## src/rtl/core/flla_ram.sv

```systemverilog
// Generic single-write, single-read RAM with registered read data.
module flla_ram #(
  parameter int WIDTH = 64,
  parameter int DEPTH = 32
) (
  input  logic                                  clk_i,
  input  logic                                  we_i,
  input  logic [(DEPTH > 1 ? $clog2(DEPTH) : 1)-1:0] waddr_i,
  input  logic [WIDTH-1:0]                      wdata_i,
  input  logic [(DEPTH > 1 ? $clog2(DEPTH) : 1)-1:0] raddr_i,
  output logic [WIDTH-1:0]                      rdata_o
);
  logic [WIDTH-1:0] mem_q [DEPTH];

  always_ff @(posedge clk_i) begin
    if (we_i) begin
      mem_q[waddr_i] <= wdata_i;
    end
    rdata_o <= mem_q[raddr_i];
  end
endmodule

```

## config.mk

```make
export PLATFORM = sky130hd
export DESIGN_NAME = flla_ram
export DESIGN_NICKNAME = d
export VERILOG_FILES = /design/src/rtl/core/flla_ram.sv
export SDC_FILE = /design/constraint.sdc
export NUM_CORES = 2
export LEC_CHECK = 0
export BUFFER_PORTS_ARGS = -buffer_cell sky130_fd_sc_hd__buf_2
export CELL_PAD_IN_SITES_DETAIL_PLACEMENT = 0
export CELL_PAD_IN_SITES_GLOBAL_PLACEMENT = 2
export CORE_ASPECT_RATIO = 0.9
export CORE_UTILIZATION = 40
export CTS_CLUSTER_SIZE = 40
export DETAILED_ROUTE_END_ITERATION = 7
export HOLD_SLACK_MARGIN = 0.1
export PLACE_DENSITY = 0.71
export SYNTH_ARGS = -nofsm -noshare
export SYNTH_HDL_FRONTEND = slang
export SYNTH_SLANG_ARGS = --single-unit
```

## constraint.sdc

```tcl
create_clock -name clk_i -period 12.8 [get_ports clk_i]
set_clock_uncertainty 0.2 [all_clocks]
set_input_delay 0.64 -clock clk_i [delete_from_list [all_inputs] [get_ports clk_i]]
set_output_delay 0.64 -clock clk_i [all_outputs]
set_load 0.02 [all_outputs]
```

==> flow_metrics.tcl <==
set metrics [dict create \
    ctsHtreeMaxLevel 4 \
    wire_per_inst_microns 31.37 \
    syn_area_sq_mm 0.07896 \
    finalSetupViolCount 0 \
    syn-num-nets 3173 \
    cts_buffers 204 \
    finalCritPeriodShare 0.3421 \
    pin_count 140 \
    seq_area_sq_mm 0.06278 \
    synth_compound_area_frac 0.004658 \
    synth-xor-area-share 0 \
    cp_num_buf_inv 4 \
    clk_pin_slew_ns 0.06 \
    final-max-slew-violation-count 0 \
    clock-root-buffer "clkbuf_16" \
    multiInputGateArea_sq_mm 0.01568 \
    ctsLongestPathBuffers 3 \
    crit_path_max_fanout 118 \
    post_cts_buffers 0 \
    finalHoldViolations 0 \
    path_cells "buf_8, buf_12, buf_4, buf_4, mux4_2, mux4_2, mux2_2" \
    synth_warnings 0 \
    synth_seq_area_share 0.7950 \
    grt_pass1_wl_mm 275.1 \
    cp.depth 7 \
    async_reset_ff_frac 0 \
    tightest_slew_ns 1.220 \
    fp.dieH_microns 423.5 \
    numPortBuffers 139 \
    power_leakage_nw 28.01 \
    rsz0062_at_grt "no" \
    dr.pass1.iters 6 \
    max_slew_margin 0.1847 \
    r2r-start "mem_q[13][48]$_DFFE_PP_" \
    crit_family "buffers and inverters" \
    muxShareOfSynthArea 0.1871 \
    crit_required_ns 13.32 \
    irDropWorstVdd_v 0.0001452 \
    grt_pass1_vias 36250 \
    syn_area_per_cell_sq_um 25.50 \
    status "finished, final reports clean" \
    track_usage 0.1957 \
    fin_ws_ns 8.422 \
    cts_sinks 2112 \
    ys_seq_elements 2112 \
    clk_latency_ns 0.85 \
    setup_tns_ns 0 \
    cp.arrival_ns 4.90 \
    cts_resized 0 \
    whs_ns 0.2950 \
    wl_mm 193.9 \
    cp-startpoint "raddr_i[2]" \
    gp_congestion 0.7101 \
    ant_nets 0 \
    post_synth_fa_ha_maj_area_fraction 0 \
    crit_type "in2reg" \
    via_per_inst 5.689 \
    fill_cells 15870 \
    r2r_end "rdata_o[48]$_DFF_P_" \
    synth-simple-area-share 0.003787 \
    slowest_delay_ns 0.90 \
    crit_path_end_kind "flop" \
    max-cap-violations 0 \
    cp-start-kind "input pin" \
    design.die.area_sq_mm 0.1992 \
    drive_above_1_share 0.3397 \
    power_density_mw_per_mm2 158.7 \
    crit_end "rdata_o[49]$_DFF_P_" \
    hp-class "in2reg" \
    drc 0 \
    dp_hpwl_mm 91.89 \
    final_common_cell "edfxtp_1" \
    reg2reg_depth 3 \
    pre_cts_ws_ns 7.575 \
    synth_cells 3097 \
    die_w_microns 470.3 \
    synthDistinctLibCells 31 \
    ys.flop_type "edfxtp_1" \
    areaGrowthSynthToFinish_pct 14.42 \
    antenna_found_initial 18 \
    slowest_stage "buf_4" \
    cts_tree "yes" \
    synth_top_family_by_area "multiplexers" \
    initial_utilization 0.4030 \
    layout_common_cells "edfxtp_1, mux4_2, clkbuf_16, buf_2, buf_4" \
    timing.fmax_mhz 228.4 \
    drt_iter0_markers 4098 \
    num_vias 35170 \
    fin_nets 3509 \
    min_period_ns 4.379 \
    synth_edf_count 2048 \
    fp.coreArea_sq_mm 0.1960 \
    ff2ff_setup_slack_ns 10.74 \
    grt_max_degree 119 \
    gr-total-overflow 0 \
    rows 154 \
]
[tightest hold or removal path: cells and delay by family]
kind	cells	cell delay, ns
buf+inv	1	0.20
mux	2	0.41
[repair_timing]
action	CTS	global route
endpoints found under the setup margin	0	0
hold buffers	64	0
hold endpoints to repair	2043	0
[routing by layer]
layer  routed length [microns]  track usage  vias to the layer above  share of wire
li1                          -            -                    14190              -
met5                        40            0                        -        0.00021
met3                     12000      0.03357                      227          0.062
met4                      3089      0.04128                        6          0.016
met1                     83090       0.2767                    19570           0.43
met2                     95680       0.3199                     1182           0.49
[worst min-delay path by stage]
stage	start	end	slack, ns	cells after the start
global route	raddr_i[4]	rdata_o[45]$_DFF_P_	0.25	3
CTS	raddr_i[4]	rdata_o[45]$_DFF_P_	0.23	3
floorplan	mem_q[20][25]$_DFFE_PP_	rdata_o[25]$_DFF_P_	0.52	4
finish	raddr_i[4]	rdata_o[55]$_DFF_P_	0.30	3
detailed placement	mem_q[4][13]$_DFFE_PP_	rdata_o[13]$_DFF_P_	0.57	3
global placement	mem_q[4][34]$_DFFE_PP_	rdata_o[34]$_DFF_P_	0.56	3
[synth_stat cells (all sizes together) (3+ instances only)]
library cell	instances	share of area
a221oi	12	0.0013
o211ai	3	0.00029
edfxtp	2048	0.78
o221ai	3	0.00033
nor2b	4	0.00032
nor2	41	0.0019
buf	101	0.0068
and2	4	0.00032
mux2i	38	0.0048
mux4	602	0.17
o2bb2ai	3	0.00033
o22ai	10	0.00079
dfxtp	64	0.016
mux2	74	0.011
o31a	3	0.00033
a211oi	3	0.00029
nand2	3	0.00014
o21ai	9	0.00057
a22oi	3	0.00029
nand3b	5	0.00048
clkbuf	55	0.0026
[logic make-up (layout without fill, tap and decap cells)]
kind of cell | after synthesis | after routing
DFF | 2112 | 2112
muxes | 714 | 714
buffers and inverters | 157 | 666
and+or+nand+nor | 64 | 64
AOI/OAI and AO/OA | 50 | 50
other | 0 | 2
[flip-flops by register name (all words and copies together) (netlist names)]
name and flops:
rdata_o 64, mem_q 2048
[metrics by stage]
step / cells / utilization / power (mW) / area (sq um)
finish: 6182 / 0.4611 / 14.33 / 90350
global placement: 5737 / 0.4241 / 8.553 / 83110
floorplan: 3097 / - / 8.280 / 78960
detailed placement: 5737 / 0.4241 / 8.564 / 83110
CTS: 6180 / 0.4610 / 14.47 / 90340
global route: 6181 / 0.4610 / 14.77 / 90350
[layout make-up]
type                       instances  area share
clock buffer                     272     0.06111
sequential                      2112      0.6949
tap                             2574     0.03565
multi-input combinational        828      0.1736
antenna                            2  0.00005539
timing repair buffer             286     0.02288
clock inverter                   107     0.01181
inverter                           1  0.00004155
[power by group]
part	leakage [nW]	switching, mW	internal (mW)
combinational	5.81	0.399	0.297
sequential	19.0	0.0347	7.69
clock	3.22	2.59	3.33
No activity file was read; power rests on OpenSTA's default activity.
